`src/rtl/uripe_pkg.sv`:
```
package uripe_pkg;

  // Register map
  localparam int unsigned CFG_ADDR_W = 3;
  localparam logic [0:0] REG_ESCAPE_MODE = 1'b0;  // word index, paddr[2]

  // Escape modes
  localparam logic [1:0] MODE_ENCODE_URI = 2'd0;
  localparam logic [1:0] MODE_IRI_TO_URI = 2'd1;
  localparam logic [1:0] MODE_HTML_URI   = 2'd2;

  localparam logic [7:0] CHAR_PERCENT = 8'h25;

  // One run of source bytes caused by one input word, each raw or escaped
  typedef struct packed {
    logic [3:0][7:0] bytes;
    logic [3:0]      esc;
    logic [2:0]      cnt;      // 1..4 bytes in use
    logic            str_end;  // input word closed the string
  } run_t;

  function automatic logic [7:0] hex_digit(input logic [3:0] v);
    logic [7:0] r;
    if (v < 4'd10) begin
      r = 8'h30 + {4'b0, v};
    end else begin
      r = 8'h37 + {4'b0, v};
    end
    return r;
  endfunction

  function automatic logic is_unreserved(input logic [20:0] cp);
    return (cp >= 21'h30 && cp <= 21'h39) || (cp >= 21'h41 && cp <= 21'h5A) ||
           (cp >= 21'h61 && cp <= 21'h7A) || cp == 21'h2D || cp == 21'h2E ||
           cp == 21'h5F || cp == 21'h7E;
  endfunction

  function automatic logic is_ucschar(input logic [20:0] cp);
    return (cp >= 21'hA0 && cp <= 21'hD7FF) ||
           (cp >= 21'hF900 && cp <= 21'hFDCF) ||
           (cp >= 21'hFDF0 && cp <= 21'hFFEF) ||
           (cp >= 21'h10000 && cp <= 21'hEFFFF && cp[15:0] <= 16'hFFFD);
  endfunction

  function automatic logic is_iprivate(input logic [20:0] cp);
    return (cp >= 21'hE000 && cp <= 21'hF8FF) ||
           (cp >= 21'hF0000 && cp <= 21'hFFFFD) ||
           (cp >= 21'h100000 && cp <= 21'h10FFFD);
  endfunction

  // Unused mode code falls back to encode-for-uri
  function automatic logic must_escape(input logic [1:0] mode, input logic [20:0] cp);
    logic r;
    case (mode)
      MODE_IRI_TO_URI: r = is_ucschar(cp) || is_iprivate(cp);
      MODE_HTML_URI:   r = !(cp >= 21'h20 && cp <= 21'h7E);
      default:         r = !is_unreserved(cp);
    endcase
    return r;
  endfunction

endpackage

```
`src/rtl/uri_percent_escaper.sv`:
```
// UTF-8 percent escaper. Bytes of a string enter on the s_ side, one per word;
// s_tlast marks the last byte of the string and flushes any unfinished
// character. A multi-byte character is held until complete, then sent on as
// its original bytes or as %XX escapes for each byte, per escape_mode
// (0 encode-for-uri, 1 iri-to-uri, 2 escape-html-uri, 3 acts as 0); malformed,
// overlong, surrogate, out-of-range and truncated sequences are always escaped
// byte by byte. On the m_ side, m_tuser[0] flags the last output word caused by
// one input word and m_tlast the last output word of the string. An input word
// is decoded in the cycle it is accepted and its whole output run (1 to 12
// words: one per raw byte, three per escaped byte, up to four source bytes) is
// loaded into one run register that a serializer drains at one word per cycle
// while m_tready is high; the next input word is accepted in the cycle the last
// word of the run leaves, so raw bytes pass at one input byte per cycle when
// the receiver does not stall, and an escaped byte is held until all of its
// words have left. A byte that only joins a pending character yields no output.
module uri_percent_escaper import uripe_pkg::*; (
  input  logic                  clk,
  input  logic                  rst,
  // configuration
  input  logic                  psel,
  input  logic                  penable,
  input  logic                  pwrite,
  input  logic [CFG_ADDR_W-1:0] paddr,
  input  logic [31:0]           pwdata,
  output logic [31:0]           prdata,
  output logic                  pready,
  // input bytes
  input  logic                  s_tvalid,
  output logic                  s_tready,
  input  logic [7:0]            s_tdata,   // [7:0] in_byte
  input  logic                  s_tlast,   // string_end
  // output bytes
  output logic                  m_tvalid,
  input  logic                  m_tready,
  output logic [7:0]            m_tdata,   // [7:0] out_byte
  output logic                  m_tlast,   // out_string_end
  output logic [0:0]            m_tuser    // [0] run_last
);

  logic [1:0]       escape_mode;
  logic [2:0][7:0]  pending_bytes;
  logic [1:0]       pending_count;
  logic [2:0]       expected_length;
  logic [20:0]      partial_codepoint;

  logic [1:0]       pending_count_next;
  logic [2:0]       expected_length_next;
  logic [20:0]      partial_codepoint_next;
  logic             pend_we;
  logic [1:0]       pend_wa;

  logic [7:0]       b;
  logic             cont;
  logic             joins;
  logic             lead_ok;
  logic [2:0]       join_cnt;
  logic [20:0]      cp_join;
  logic             cp_ok;
  logic             esc_all;
  logic             s_accept;
  logic             cfg_wr;
  run_t             run_d;

  // Configuration port
  assign pready = 1'b1;
  assign cfg_wr = psel && penable && pwrite && (paddr[2] == REG_ESCAPE_MODE);
  assign prdata = (paddr[2] == REG_ESCAPE_MODE) ? {30'b0, escape_mode} : 32'b0;

  always_ff @(posedge clk) begin
    if (rst) begin
      escape_mode <= MODE_ENCODE_URI;
    end else if (cfg_wr) begin
      escape_mode <= pwdata[1:0];
    end
  end

  // Decode one input byte against the pending character
  always_comb begin
    b        = s_tdata;
    cont     = (b[7:6] == 2'b10);
    joins    = (pending_count != 2'd0) && cont;
    lead_ok  = (b >= 8'hC2) && (b <= 8'hF4);
    join_cnt = {1'b0, pending_count} + 3'd1;
    cp_join  = {partial_codepoint[14:0], b[5:0]};

    case (expected_length)
      3'd2:    cp_ok = cp_join >= 21'h80;
      3'd3:    cp_ok = (cp_join >= 21'h800) && !(cp_join >= 21'hD800 && cp_join <= 21'hDFFF);
      default: cp_ok = (cp_join >= 21'h10000) && (cp_join <= 21'h10FFFF);
    endcase
    esc_all = !cp_ok || must_escape(escape_mode, cp_join);

    for (int i = 0; i < 3; i++) begin
      run_d.bytes[i] = (pending_count == 2'(i)) ? b : pending_bytes[i];
    end
    run_d.bytes[3] = b;
    run_d.str_end  = s_tlast;
    run_d.esc      = 4'hF;
    run_d.cnt      = 3'd0;

    pending_count_next     = 2'd0;
    expected_length_next   = 3'd0;
    partial_codepoint_next = 21'd0;
    pend_we                = 1'b0;
    pend_wa                = 2'd0;

    if (joins) begin
      if (join_cnt >= expected_length) begin
        run_d.cnt = join_cnt;
        run_d.esc = {4{esc_all}};
      end else if (s_tlast) begin
        run_d.cnt = join_cnt;
      end else begin
        pend_we                = 1'b1;
        pend_wa                = pending_count;
        pending_count_next     = join_cnt[1:0];
        expected_length_next   = expected_length;
        partial_codepoint_next = cp_join;
      end
    end else begin
      // pending bytes (if any) are flushed escaped ahead of this byte
      run_d.cnt = {1'b0, pending_count} + 3'd1;
      if (!b[7]) begin
        run_d.esc[pending_count] = must_escape(escape_mode, {13'b0, b});
      end else if (lead_ok && !s_tlast) begin
        run_d.cnt          = {1'b0, pending_count};
        pend_we            = 1'b1;
        pending_count_next = 2'd1;
        if (b <= 8'hDF) begin
          expected_length_next   = 3'd2;
          partial_codepoint_next = {16'b0, b[4:0]};
        end else if (b <= 8'hEF) begin
          expected_length_next   = 3'd3;
          partial_codepoint_next = {17'b0, b[3:0]};
        end else begin
          expected_length_next   = 3'd4;
          partial_codepoint_next = {18'b0, b[2:0]};
        end
      end
    end
  end

  assign s_accept = s_tvalid && s_tready;

  // Character assembly state
  always_ff @(posedge clk) begin
    if (rst) begin
      pending_count     <= 2'd0;
      expected_length   <= 3'd0;
      partial_codepoint <= 21'd0;
    end else if (s_accept) begin
      pending_count     <= pending_count_next;
      expected_length   <= expected_length_next;
      partial_codepoint <= partial_codepoint_next;
    end
  end

  always_ff @(posedge clk) begin
    if (s_accept && pend_we) begin
      pending_bytes[pend_wa] <= b;
    end
  end

  uripe_emitter u_emitter (
    .clk      (clk),
    .rst      (rst),
    .load     (s_accept && (run_d.cnt != 3'd0)),
    .run_in   (run_d),
    .in_ready (s_tready),
    .m_tvalid (m_tvalid),
    .m_tready (m_tready),
    .m_tdata  (m_tdata),
    .m_tlast  (m_tlast),
    .m_tuser  (m_tuser)
  );

`ifndef SYNTHESIS
  a_pending_short: assert property (@(posedge clk) disable iff (rst)
    (pending_count != 2'd0) |-> ({1'b0, pending_count} < expected_length))
    else $error("pending character already complete");
  a_idle_clear: assert property (@(posedge clk) disable iff (rst)
    (pending_count == 2'd0) |-> (partial_codepoint == 21'd0 && expected_length == 3'd0))
    else $error("stale decode state with nothing pending");
  a_end_flushes: assert property (@(posedge clk) disable iff (rst)
    (s_accept && s_tlast) |=> (pending_count == 2'd0))
    else $error("bytes left pending after end of string");
`endif

endmodule

```
`src/rtl/uripe_emitter.sv`:
```
module uripe_emitter import uripe_pkg::*; (
  input  logic       clk,
  input  logic       rst,
  input  logic       load,
  input  run_t       run_in,
  output logic       in_ready,
  output logic       m_tvalid,
  input  logic       m_tready,
  output logic [7:0] m_tdata,   // [7:0] out_byte
  output logic       m_tlast,   // out_string_end
  output logic [0:0] m_tuser    // [0] run_last
);

  run_t       run;
  logic       run_valid;
  logic [1:0] idx;
  logic [1:0] phase;   // 0: '%' or raw byte, 1: high digit, 2: low digit

  logic [7:0] cur;
  logic       cur_esc;
  logic       byte_last;
  logic       run_end;
  logic       fire;
  logic       done;

  // Output word from the run register
  always_comb begin
    cur       = run.bytes[idx];
    cur_esc   = run.esc[idx];
    byte_last = !cur_esc || (phase == 2'd2);
    run_end   = byte_last && ({1'b0, idx} == run.cnt - 3'd1);
    case (phase)
      2'd0:    m_tdata = cur_esc ? CHAR_PERCENT : cur;
      2'd1:    m_tdata = hex_digit(cur[7:4]);
      default: m_tdata = hex_digit(cur[3:0]);
    endcase
  end

  assign m_tvalid   = run_valid;
  assign m_tuser[0] = run_end;
  assign m_tlast    = run_end && run.str_end;
  assign fire       = run_valid && m_tready;
  assign done       = fire && run_end;
  assign in_ready   = !run_valid || done;

  // Run register and serializer position
  always_ff @(posedge clk) begin
    if (rst) begin
      run_valid <= 1'b0;
      idx       <= 2'd0;
      phase     <= 2'd0;
    end else if (load) begin
      run_valid <= 1'b1;
      idx       <= 2'd0;
      phase     <= 2'd0;
    end else if (done) begin
      run_valid <= 1'b0;
    end else if (fire) begin
      if (byte_last) begin
        idx   <= idx + 2'd1;
        phase <= 2'd0;
      end else begin
        phase <= phase + 2'd1;
      end
    end
  end

  always_ff @(posedge clk) begin
    if (load) begin
      run <= run_in;
    end
  end

`ifndef SYNTHESIS
  a_idx_in_run: assert property (@(posedge clk) disable iff (rst)
    run_valid |-> ({1'b0, idx} < run.cnt))
    else $error("serializer index beyond run length");
  a_digit_only_escaped: assert property (@(posedge clk) disable iff (rst)
    (run_valid && phase != 2'd0) |-> cur_esc)
    else $error("hex digit phase on a raw byte");
  a_load_restarts: assert property (@(posedge clk) disable iff (rst)
    load |=> (run_valid && idx == 2'd0 && phase == 2'd0))
    else $error("new run did not start at its first byte");
  a_load_when_free: assert property (@(posedge clk) disable iff (rst)
    load |-> in_ready)
    else $error("run loaded over an unfinished run");
`endif

endmodule

```
`config.mk`:
```
export PLATFORM = sky130hd
export DESIGN_NAME = uri_percent_escaper
export DESIGN_NICKNAME = d
export VERILOG_FILES = /design/src/rtl/uripe_pkg.sv /design/src/rtl/uri_percent_escaper.sv /design/src/rtl/uripe_emitter.sv
export SDC_FILE = /design/constraint.sdc
export NUM_CORES = 1
export LEC_CHECK = 0
export BUFFER_PORTS_ARGS = -buffer_cell sky130_fd_sc_hd__buf_2
export CAP_MARGIN = 10
export CORE_UTILIZATION = 45
export DETAILED_ROUTE_END_ITERATION = 8
export GPL_TIMING_DRIVEN = 0
export PLACE_DENSITY_LB_ADDON = 0.08
export SYNTH_ARGS = -nofsm -noshare
export SYNTH_HDL_FRONTEND = slang
export SYNTH_SLANG_ARGS = --single-unit
```
`constraint.sdc`:
```
create_clock -name clk -period 3.87 [get_ports clk]
set_clock_uncertainty 0.2 [all_clocks]
set_input_delay 0.387 -clock clk [delete_from_list [all_inputs] [get_ports clk]]
set_output_delay 0.387 -clock clk [all_outputs]
set_load 0.1 [all_outputs]
```
==> results of run 1 <==
[cells by family after synthesis]
family / share of synthesized area (%)
AO/OA/AOI/OAI: 10.6
XOR/XNOR: 2.13
adder cells (fa/ha/maj): 3.76
buffers and inverters: 8.71
flip-flops: 49.3
multiplexers: 10.5
other: 0.150
AND/OR/NAND/NOR: 14.9
[state kept, by name (all words and copies together) (netlist names)]
| register | cells |
|---|---|
| pending_count | 2 |
| partial_codepoint | 15 |
| u_emitter.phase | 2 |
| u_emitter.idx | 2 |
| u_emitter.run | 40 |
| escape_mode | 2 |
| u_emitter.m_tvalid | 1 |
| pending_bytes | 24 |
| expected_length | 3 |
[worst max path at each step]
stage | end | depth (start not counted)
after floorplan | m_tdata[1] | 5
after global placement | pending_bytes[8]$_DFFE_PP_ | 8
after detailed placement | pending_bytes[1]$_DFFE_PP_ | 9
after CTS | u_emitter.run[28]$_DFFE_PP_ | 8
after global routing | m_tdata[1] | 8
final | m_tdata[1] | 8
[metrics by stage]
stage | setup TNS [ps] | area (um2) | util, % | std cells
2_1_floorplan | -505 | 5110 | - | 487
3_3_place_gp | -22070 | 5440 | 50.2 | 659
3_5_place_dp | -2570 | 5470 | 50.5 | 661
4_1_cts | 0 | 5700 | 52.6 | 677
5_1_grt | 0 | 5720 | 52.7 | 677
6_report | 0 | 5720 | 52.7 | 677
[synthesized netlist by cell type (3+ instances only)]
| cell | count |
|---|---|
| mux2_2 | 24 |
| a211oi_1 | 6 |
| ha_1 | 15 |
| buf_2 | 6 |
| nand3b_1 | 3 |
| o21ai_0 | 15 |
| clkbuf_1 | 13 |
| a21oi_1 | 36 |
| nor2b_1 | 4 |
| dfxtp_1 | 27 |
| nor3_1 | 12 |
| nor2_1 | 18 |
| nand3_1 | 26 |
| nor4_1 | 8 |
| nand2_1 | 40 |
| edfxtp_1 | 64 |
| a22oi_1 | 5 |
| buf_4 | 34 |
| or4_1 | 3 |
| mux4_1 | 8 |
| nand4_1 | 12 |
| and3_1 | 4 |
| inv_1 | 24 |
| xnor2_1 | 7 |
| and2_1 | 3 |
[layout make-up]
type	instances	area [um2]
fillers	970	5120
flip-flops and latches	91	2460
multi-input cells	318	2240
plain buffers	54	347
repair buffers	34	175
well taps	140	175
clock buffers	10	128
clock inverters	6	96.3
inverters	24	90.1
[power by group through the flow]
stage               logic [mW]  registers (mW)  clock network (mW)
floorplan                0.410            1.13                   0
global placement         0.494            1.12                   0
detailed placement       0.501            1.12                   0
CTS                      0.503            1.10               0.739
global route             0.535            1.11               0.777
finish                   0.505            1.10               0.730
[per-layer routing]
layer,vias up,global-route usage (%),share of wire (%)
li1,1794,-,-
met5,-,0,0
met3,18,3.51,5.2
met1,1767,26.6,45
met4,0,8.51,1.9
met2,144,34.0,48
[worst reg2reg max path: stages, from the launching register on]
cell and delay, ps:
dfxtp_1 490, inv_1 210, ha_1 400, ha_1 290, nand2_1 60, o21ai_0 170
or3_1 360, clkbuf_1 200, nor4_2 650, buf_4 280
[repair_timing]
| action | 4_1_cts | 5_1_grt |
|---|---|---|
| gates resized for setup | 2 | 4 |
| cloned | 0 | 0 |
| setup endpoints to repair | 8 | 48 |
| hold buffers | 0 | 0 |
==> summary.txt, run 1 <==
Final worst path period need: 3660 ps
CP max-delay cell: mux4_1
Worst path arrival time: 3080 ps
Switching part of the total power: 32.6%
Pwr dens: 409 mW/mm2
Vias in the first global route: 3526
Actual slew at the worst max-slew pin: 818 ps
Clk pin slew, worst setup/hold paths: 100 ps
# rows: 38
Detailed Route WL: 11300 um
Initial Utilization: 46.1%
CP Class: flop to primary output
Int Pwr: 1.58 mW
Area growth syn-to-layout: 14.4%
Capturing point of the worst reg2reg path: pending_bytes[12]$_DFFE_PP_
Gate count of the mapped netlist: 458
TritonCTS Sinks: 91
Flop pwr share: 47.1%
Grt ovf: 0
WHS Endpoint: escape_mode[0]$_SDFFE_PP0P_
Worst stage delay on the critical path: 660 ps
Pin count of the biggest net entering global routing: 41
Clk root buf: clkbuf_8
Worst r2r src: pending_count[0]$_SDFFE_PP0P_
Final hold viol count: 0
Max Cap Viol: 0
# nets final: 598
EDFF count, synth: 64
Hold path depth: 3
Largest area contributor in the netlist: edfxtp_1
Die height: 107 um
CTS tree: yes
Startpoint types: flop
Global-route wire length before repair: 17900 um
WP buf/inv: 2
Most frequent cells in the layout: edfxtp_1 (64), nand2_1 (40), buf_2 (38)
HPWL Detailed: 7970 um
Die Area: 0.0115 mm2
Register area share after synthesis: 49.3%
Post-CTS Setup Bufs: 0
Peak supply drop: 0.000166 V
Ys async rst share: 0%
Initial antenna violation count: 0
Final WS setup: 207 ps
Post-synth top flop: edfxtp_1
Drc violations: 0
Ports: 96
CP Launch Point: u_emitter.idx[0]$_SDFFE_PP0P_
FF+latch count, synth: 91
CTS buffer count: 9
Port Buffers: 32
Sw power: 761 uW
# setup viols final: 0
Later-pin clock latency in the skew report: 370 ps
WL/cell: 16.6 um
CP Cell Sequence: buf_6 > mux4_1 > o21ai_0 > nand2_1 > nand2b_1 > nand2_1 > o311ai_1 > buf_2
Worst slack at placement: -322 ps
Clock power frac: 31.3%
Worst hold margin: 51.3 ps
Reg2reg path depth: 9
Max Root-Sink Buffers: 2
Iteration-0 DRC Markers: 251
Ys Warns: 0
Unique masters post-synth: 57
Core area: 0.0108 mm2
Crit-path max FO: 10
Die X: 107 um
N_diodes: 0
Vias: 3723
Most common cell after layout, fill and taps aside: edfxtp_1
Cell area after synthesis: 0.00500 mm2
Hold path start: pwdata[0]
Syn_area_per_cell: 10.9 um2
Tot GR Track Use: 20.5%
Lkg Pwr: 2.12 nW
Delay-heaviest family, CP: buffers and inverters
Post-route ant nets: 0
Crit share post-route: 94.7%
Crit end category: primary output
Placer Congestion: 0.949
CP dominant cell by count: nand2_1
RSZ-0062 raised after global routing: no
Max Clk Rate: 273 MHz
Vias per cell: 5.50
R2R setup slack: 290 ps
DRT Pass-1 Iters: 5
Share of layout cells above drive strength 1: 24.0%
Critical Path RT: 3280 ps
H-tree levels: 3
Top cell type's share of synthesized area: 38.5%
Tightest Hold Check Type: input port to flop
Rel. slew slack: 45.0%
Status: finished clean
Combinational power share: 21.6%
Final-report max-slew violation count: 0
Total power: 2.34 mW
Largest cells by area after synthesis: edfxtp_1 (38%), dfxtp_1 (11%), mux2_2 (5.4%)
Power figures use the tool's default switching activity.
==> inputs of run 2 (changes only) <==
Settings changed: BUFFER_PORTS_ARGS -buffer_cell sky130_fd_sc_hd__buf_2 to not set, DONT_BUFFER_PORTS set to 1, MAX_ROUTING_LAYER set to met4.
==> run 2 against run 1 <==
Compared with the run above:
- non-clock buffer count decreased by 16
- first-iteration DRC count increased by 36%
- global-route usage increased by 1.1 points
- routed wire length increased by 1.4%
- largest power group unchanged
- critical endpoint is now m_tdata[6]
- highest routed layer unchanged
- die area unchanged
- count of clock-buffer cells in the layout decreased by 1
- register-to-register slack got worse by 30 ps
- flip-flop and latch count unchanged
- worst setup slack improved by 20 ps
- utilization increased by 0.24 points
- final area increased by 0.46%
- worst hold slack got worse by 17 ps
==> summary.txt, run 2 (synthesis results as in run 1) <==
Setup TNS Final: 0 ps (unchanged)
Post-CTS Setup Bufs: 0 (unchanged)
Ports: 96 (unchanged)
Crit end category: primary output
Clk pin slew, worst setup/hold paths: 100 ps (about the same)
Vias in the first global route: 3498 (-0.79%)
CP Launch Point: u_emitter.idx[0]$_SDFFE_PP0P_
Global-route wire length before repair: 18300 um (+2.0%)
TritonCTS Sinks: 91 (unchanged)
Peak supply drop: 0.000165 V (-0.53%)
Detailed Route WL: 11400 um (+1.4%)
Dpl cells: 631 (-4.5%)
Initial Utilization: 46.1% (unchanged)
Share of layout cells above drive strength 1: 20.2% (-3.9 points)
Tightest Hold Check Type: input port to flop
Worst stage delay on the critical path: 670 ps (about the same)
Pin count of the biggest net entering global routing: 41 (unchanged)
Crit share post-route: 94.1% (-0.51 points)
H-tree levels: 3 (unchanged)
Final hold viol count: 0 (unchanged)
Max reg flops: 40 (unchanged)
Vias: 3628 (-2.6%)
Die Area: 0.0115 mm2 (unchanged)
Placer Congestion: 0.961 (+1.2%)
Clk root buf: clkbuf_8
Fill cells: 956 (-1.4%)
Regs by FF count: u_emitter.run (40), pending_bytes (24), partial_codepoint (15)
# rows: 38 (unchanged)
Critical Path RT: 3280 ps (about the same)
Lkg Pwr: 2.06 nW (-2.7%)
CTS buffer count: 9 (unchanged)
Final-report max-slew violation count: 0 (unchanged)
Die height: 107 um (unchanged)
CP max-delay cell: mux4_1
CTS tree: yes
Max Cap Viol: 0 (unchanged)
Grt ovf: 0 (unchanged)
# nets final: 582 (-2.7%)
Pwr dens: 389 mW/mm2 (-4.9%)
Worst path arrival time: 3060 ps (-20 ps)
Crit-path max FO: 10 (unchanged)
Final worst path period need: 3640 ps (-19.8 ps)
Area growth syn-to-layout: 14.9%
Startpoint types: flop
Max Clk Rate: 274 MHz (+0.54%)
Actual slew at the worst max-slew pin: 1120 ps (+299 ps)
N_diodes: 0 (unchanged)
Rel. slew slack: 25.4% (-20 points)
Worst r2r src: pending_count[0]$_SDFFE_PP0P_
Delay-heaviest family, CP: compound AO/OA/AOI/OAI gates
Status: finished clean
# setup viols final: 0 (unchanged)
Non-Filler Instances: 661 (-2.4%)
Iteration-0 DRC Markers: 341 (+36%)
Top reg by flops: u_emitter.run
Initial antenna violation count: 0 (unchanged)
Max Root-Sink Buffers: 2 (unchanged)
RSZ-0062 raised after global routing: no
WL/cell: 17.3 um (+3.8%)
Drc violations: 0 (unchanged)
CP Cell Sequence: buf_6 > mux4_1 > o21ai_1 > a21oi_1 > a22oi_1 > nand2_1
Later-pin clock latency in the skew report: 360 ps (about the same)
WP buf/inv: 1 (-1)
Vias per cell: 5.49 (-0.19%)
Most common cell after layout, fill and taps aside: edfxtp_1
Port Buffers: 0 (-100%)
Post-route ant nets: 0 (unchanged)
Core area: 0.0108 mm2 (unchanged)
HPWL Detailed: 7980 um (+0.13%)
CP Class: flop to primary output
DRT Pass-1 Iters: 5 (unchanged)
Die X: 107 um (unchanged)
Tot GR Track Use: 21.6% (+1.1 points)
Hold path start: s_tdata[7]
Most frequent cells in the layout: edfxtp_1 (64), nand2_1 (40), buf_4 (36)
==> run 2: per-layer routing <==
layer	part of all wire, %	global-route usage (%)
met1	45	28.1
met3	5.7	4.36
met4	0.96	5.97
met2	48	34.6
met5	0	-
==> run 2: worst register-to-register path: stages, from the launching register on <==
cell and delay [ps]:
dfxtp_1 490, inv_1 200, ha_1 400, ha_1 200
a21oi_1 140, o21ai_0 180, nor3_2 370, clkbuf_1 460
nand3_1 220, a21oi_4 410
==> run 2: stage by stage <==
stage	util [%]	instance area, um2	total power [mW]	setup slack (ps)	hold WS, ps
after floorplan	-	5110	1.54	-505	232
after global placement	48.7	5280	1.59	-749	242
after detailed placement	49.6	5370	1.61	-372	251
after CTS	52.8	5720	2.25	0.823	16.1
after global routing	53.0	5740	2.33	35.4	14.5
final	53.0	5740	2.23	227	34.4
==> run 2: path summary, 6_finish.rpt <==
check        slack, ps  depth (start not counted)                              end
max reg2reg        260                          9       pending_bytes[3]$_DFFE_PP_
max                230                          6                       m_tdata[6]
min                 30                          1      u_emitter.run[15]$_DFFE_PP_
min reg2reg        260                          2  expected_length[1]$_SDFFE_PP0P_
==> run 2: what timing repair did <==
item | in CTS | in global routing
hold buffers | 14 | 0
gates resized for setup | 4 | 4
pin swaps | 0 | 0
hold endpoints to repair | 40 | 0
cloned | 0 | 0
setup endpoints to repair | 10 | 53
==> run 2: area by class of cell <==
cell class | instances | area, um2 | area share [%]
well taps | 140 | 175 | 3.05
clock inverters | 7 | 65.1 | 1.13
inverters | 24 | 90.1 | 1.57
plain buffers | 54 | 345 | 6.01
flip-flops and latches | 91 | 2460 | 42.9
repair buffers | 18 | 185 | 3.23
clock buffers | 9 | 124 | 2.16
multi-input cells | 318 | 2290 | 40.0
==> run 2: power by group <==
group	internal (mW)	switching, mW	total [mW]
Sequential	1.09	0.0217	1.11
Combinational	0.122	0.379	0.501
Clock	0.250	0.372	0.623
==> inputs of run 3 (changes only) <==
Settings changed: CAP_MARGIN 10 to not set, CORE_ASPECT_RATIO set to 0.7, PLACE_DENSITY set to 0.62, PLACE_DENSITY_LB_ADDON 0.08 to not set.
==> run 3 against run 2 <==
Compared with the run above:
- register-to-register slack hardly changed
- combinational power is 2% higher
- critical path type unchanged
- largest cell class unchanged
- critical endpoint is now m_tdata[1]
- first-iteration DRC count is 26% lower
- utilization is 2.8 points higher
==> summary.txt, run 3 (synthesis results as in run 1) <==
HPWL Detailed: 8460 um (+6.0%)
Grt ovf: 0 (unchanged)
Capturing point of the worst reg2reg path: u_emitter.run[21]$_DFFE_PP_
Tightest Hold Check Type: input port to flop
Worst stage delay on the critical path: 950 ps (+280 ps)
Int Pwr: 1.72 mW (+18%)
Crit path capture: m_tdata[1]
Die X: 128 um (+19%)
Final worst path period need: 3640 ps (-4.12 ps)
Post-CTS Setup Bufs: 0 (unchanged)
CP Cell Sequence: buf_6 > mux4_1 > inv_1 > ha_1 > o311ai_4
TritonCTS Sinks: 91 (unchanged)
Status: finished clean
Tot GR Track Use: 22.8% (+1.2 points)
Vias per cell: 5.57 (+1.4%)
# rows: 31 (-18%)
DRT Pass-1 Iters: 5 (unchanged)
Actual slew at the worst max-slew pin: 1120 ps (+2.24 ps)
Critical Path RT: 3280 ps (about the same)
WL/cell: 18.1 um (+4.9%)
Max Clk Rate: 275 MHz (+0.11%)
Global-route wire length before repair: 19300 um (+5.8%)
Vias: 3725 (+2.7%)
Initial antenna violation count: 0 (unchanged)
Crit share post-route: 94.0% (-0.11 points)
Most frequent cells in the layout: edfxtp_1 (64), nand2_1 (39), buf_4 (36)
WP buf/inv: 2 (+1)
Share of layout cells above drive strength 1: 20.7% (+0.58 points)
H-tree levels: 3 (unchanged)
Pin count of the biggest net entering global routing: 41 (unchanged)
Top reg by flops: u_emitter.run
# setup viols final: 0 (unchanged)
Clk pin slew, worst setup/hold paths: 70 ps (-30 ps)
Combinational power share: 20.3% (-2.1 points)
Peak supply drop: 0.000213 V (+29%)
Most common cell after layout, fill and taps aside: edfxtp_1
Worst path arrival time: 3050 ps (about the same)
CTS tree: yes
Delay-heaviest family, CP: compound AO/OA/AOI/OAI gates
Final hold viol count: 0 (unchanged)
Switching part of the total power: 31.7% (-2.9 points)
Hold path start: m_tready
Lkg Pwr: 2.12 nW (+2.8%)
Iteration-0 DRC Markers: 254 (-26%)
Sw power: 797 uW (+3.2%)
Core area: 0.0106 mm2 (-2.7%)
Clock power frac: 35.6% (+7.7 points)
Startpoint types: flop
Pwr dens: 427 mW/mm2 (+10%)
Max Root-Sink Buffers: 2 (unchanged)
R2R setup slack: 260 ps (about the same)
Final-report max-slew violation count: 0 (unchanged)
CP Class: flop to primary output
Max reg flops: 40 (unchanged)
Reg2reg path depth: 8 (-1)
Placement Cell Area: 0.00540 mm2 (+0.49%)
Later-pin clock latency in the skew report: 350 ps (about the same)
Detailed Route WL: 12100 um (+6.2%)
Crit-path max FO: 10 (unchanged)
Clk root buf: clkbuf_16
Die Area: 0.0115 mm2 (about the same)
Setup TNS Final: 0 ps (unchanged)
Initial Utilization: 47.4% (+1.3 points)
N_diodes: 0 (unchanged)
CTS buffer count: 9 (unchanged)
Area growth syn-to-layout: 17.7%
Fin area: 0.00588 mm2 (+2.4%)
# nets final: 582 (unchanged)
Die height: 90.2 um (-16%)
Placer Congestion: 0.864 (-10%)
Drc violations: 0 (unchanged)
Regs by FF count: u_emitter.run (40), pending_bytes (24), partial_codepoint (15)
Total power: 2.51 mW (+13%)
CP Depth: 5 (-1)
Flop pwr share: 44.2% (-5.5 points)
CP Launch Point: u_emitter.idx[0]$_SDFFE_PP0P_
Post-route ant nets: 0 (unchanged)
Crit end category: primary output
Ports: 96 (unchanged)
Port Buffers: 0 (unchanged)
Worst r2r src: pending_count[0]$_SDFFE_PP0P_
CP max-delay cell: o311ai_4
Max Cap Viol: 0 (unchanged)
Rel. slew slack: 25.3% (-0.15 points)
Vias in the first global route: 3527 (+0.83%)
==> run 3: layout make-up <==
| cell class | count | area [um2] |
|---|---|---|
| clock inverter | 7 | 77.6 |
| tap | 148 | 185 |
| buffer | 54 | 347 |
| fill | 929 | 4670 |
| sequential | 91 | 2460 |
| clock buffer | 9 | 225 |
| timing repair buffer | 18 | 191 |
| inverter | 24 | 90.1 |
| multi-input combinational | 318 | 2300 |
==> run 3: worst min-delay path by stage <==
| stage | end | cells past startpoint |
|---|---|---|
| 5_1_grt | u_emitter.phase[1]$_SDFFE_PP0P_ | 2 |
| 3_5_place_dp | expected_length[1]$_SDFFE_PP0P_ | 2 |
| 6_report | u_emitter.phase[1]$_SDFFE_PP0P_ | 2 |
| 3_3_place_gp | expected_length[1]$_SDFFE_PP0P_ | 2 |
| 4_1_cts | u_emitter.phase[1]$_SDFFE_PP0P_ | 2 |
| 2_1_floorplan | expected_length[1]$_SDFFE_PP0P_ | 2 |
==> run 3: stage by stage <==
step / cells / hold WS, ps / util (%) / setup slack (ps)
2_1_floorplan: 487 / 232 / - / -505
3_3_place_gp: 635 / 242 / 50.2 / -828
3_5_place_dp: 640 / 252 / 51.2 / -437
4_1_cts: 669 / 7.95 / 55.5 / 0.586
5_1_grt: 669 / 11.5 / 55.7 / -3.94
6_report: 669 / 13.4 / 55.7 / 231
==> run 3: power by group through the flow <==
stage | sequential [mW] | combinational [mW] | clock, mW
final | 1.11 | 0.509 | 0.894
after global routing | 1.11 | 0.538 | 0.943
after CTS | 1.11 | 0.502 | 0.910
after detailed placement | 1.13 | 0.481 | 0
after global placement | 1.13 | 0.459 | 0
after floorplan | 1.13 | 0.410 | 0
==> run 3: what timing repair did <==
item                                    CTS  global route
endpoints found under the setup margin   11            52
hold endpoints to repair                 39             0
hold buffers                             13             0
resized for setup                         5             7
==> run 3: worst register-to-register path, delay by kind of cell, from the launching register on <==
family	cells	cell delay [ps]
compound gates	2	740
fa+ha+maj	2	710
buf+inv	1	220
flops	1	490
simple gates	3	850
==> run 3: layer usage <==
layer | vias up | share of wire (%) | global-route usage (%)
met5 | - | 0 | -
met4 | 0 | 0.54 | 5.20
met3 | 7 | 7.8 | 5.24
met2 | 141 | 43 | 32.4
met1 | 1818 | 48 | 33.0
li1 | 1759 | - | -
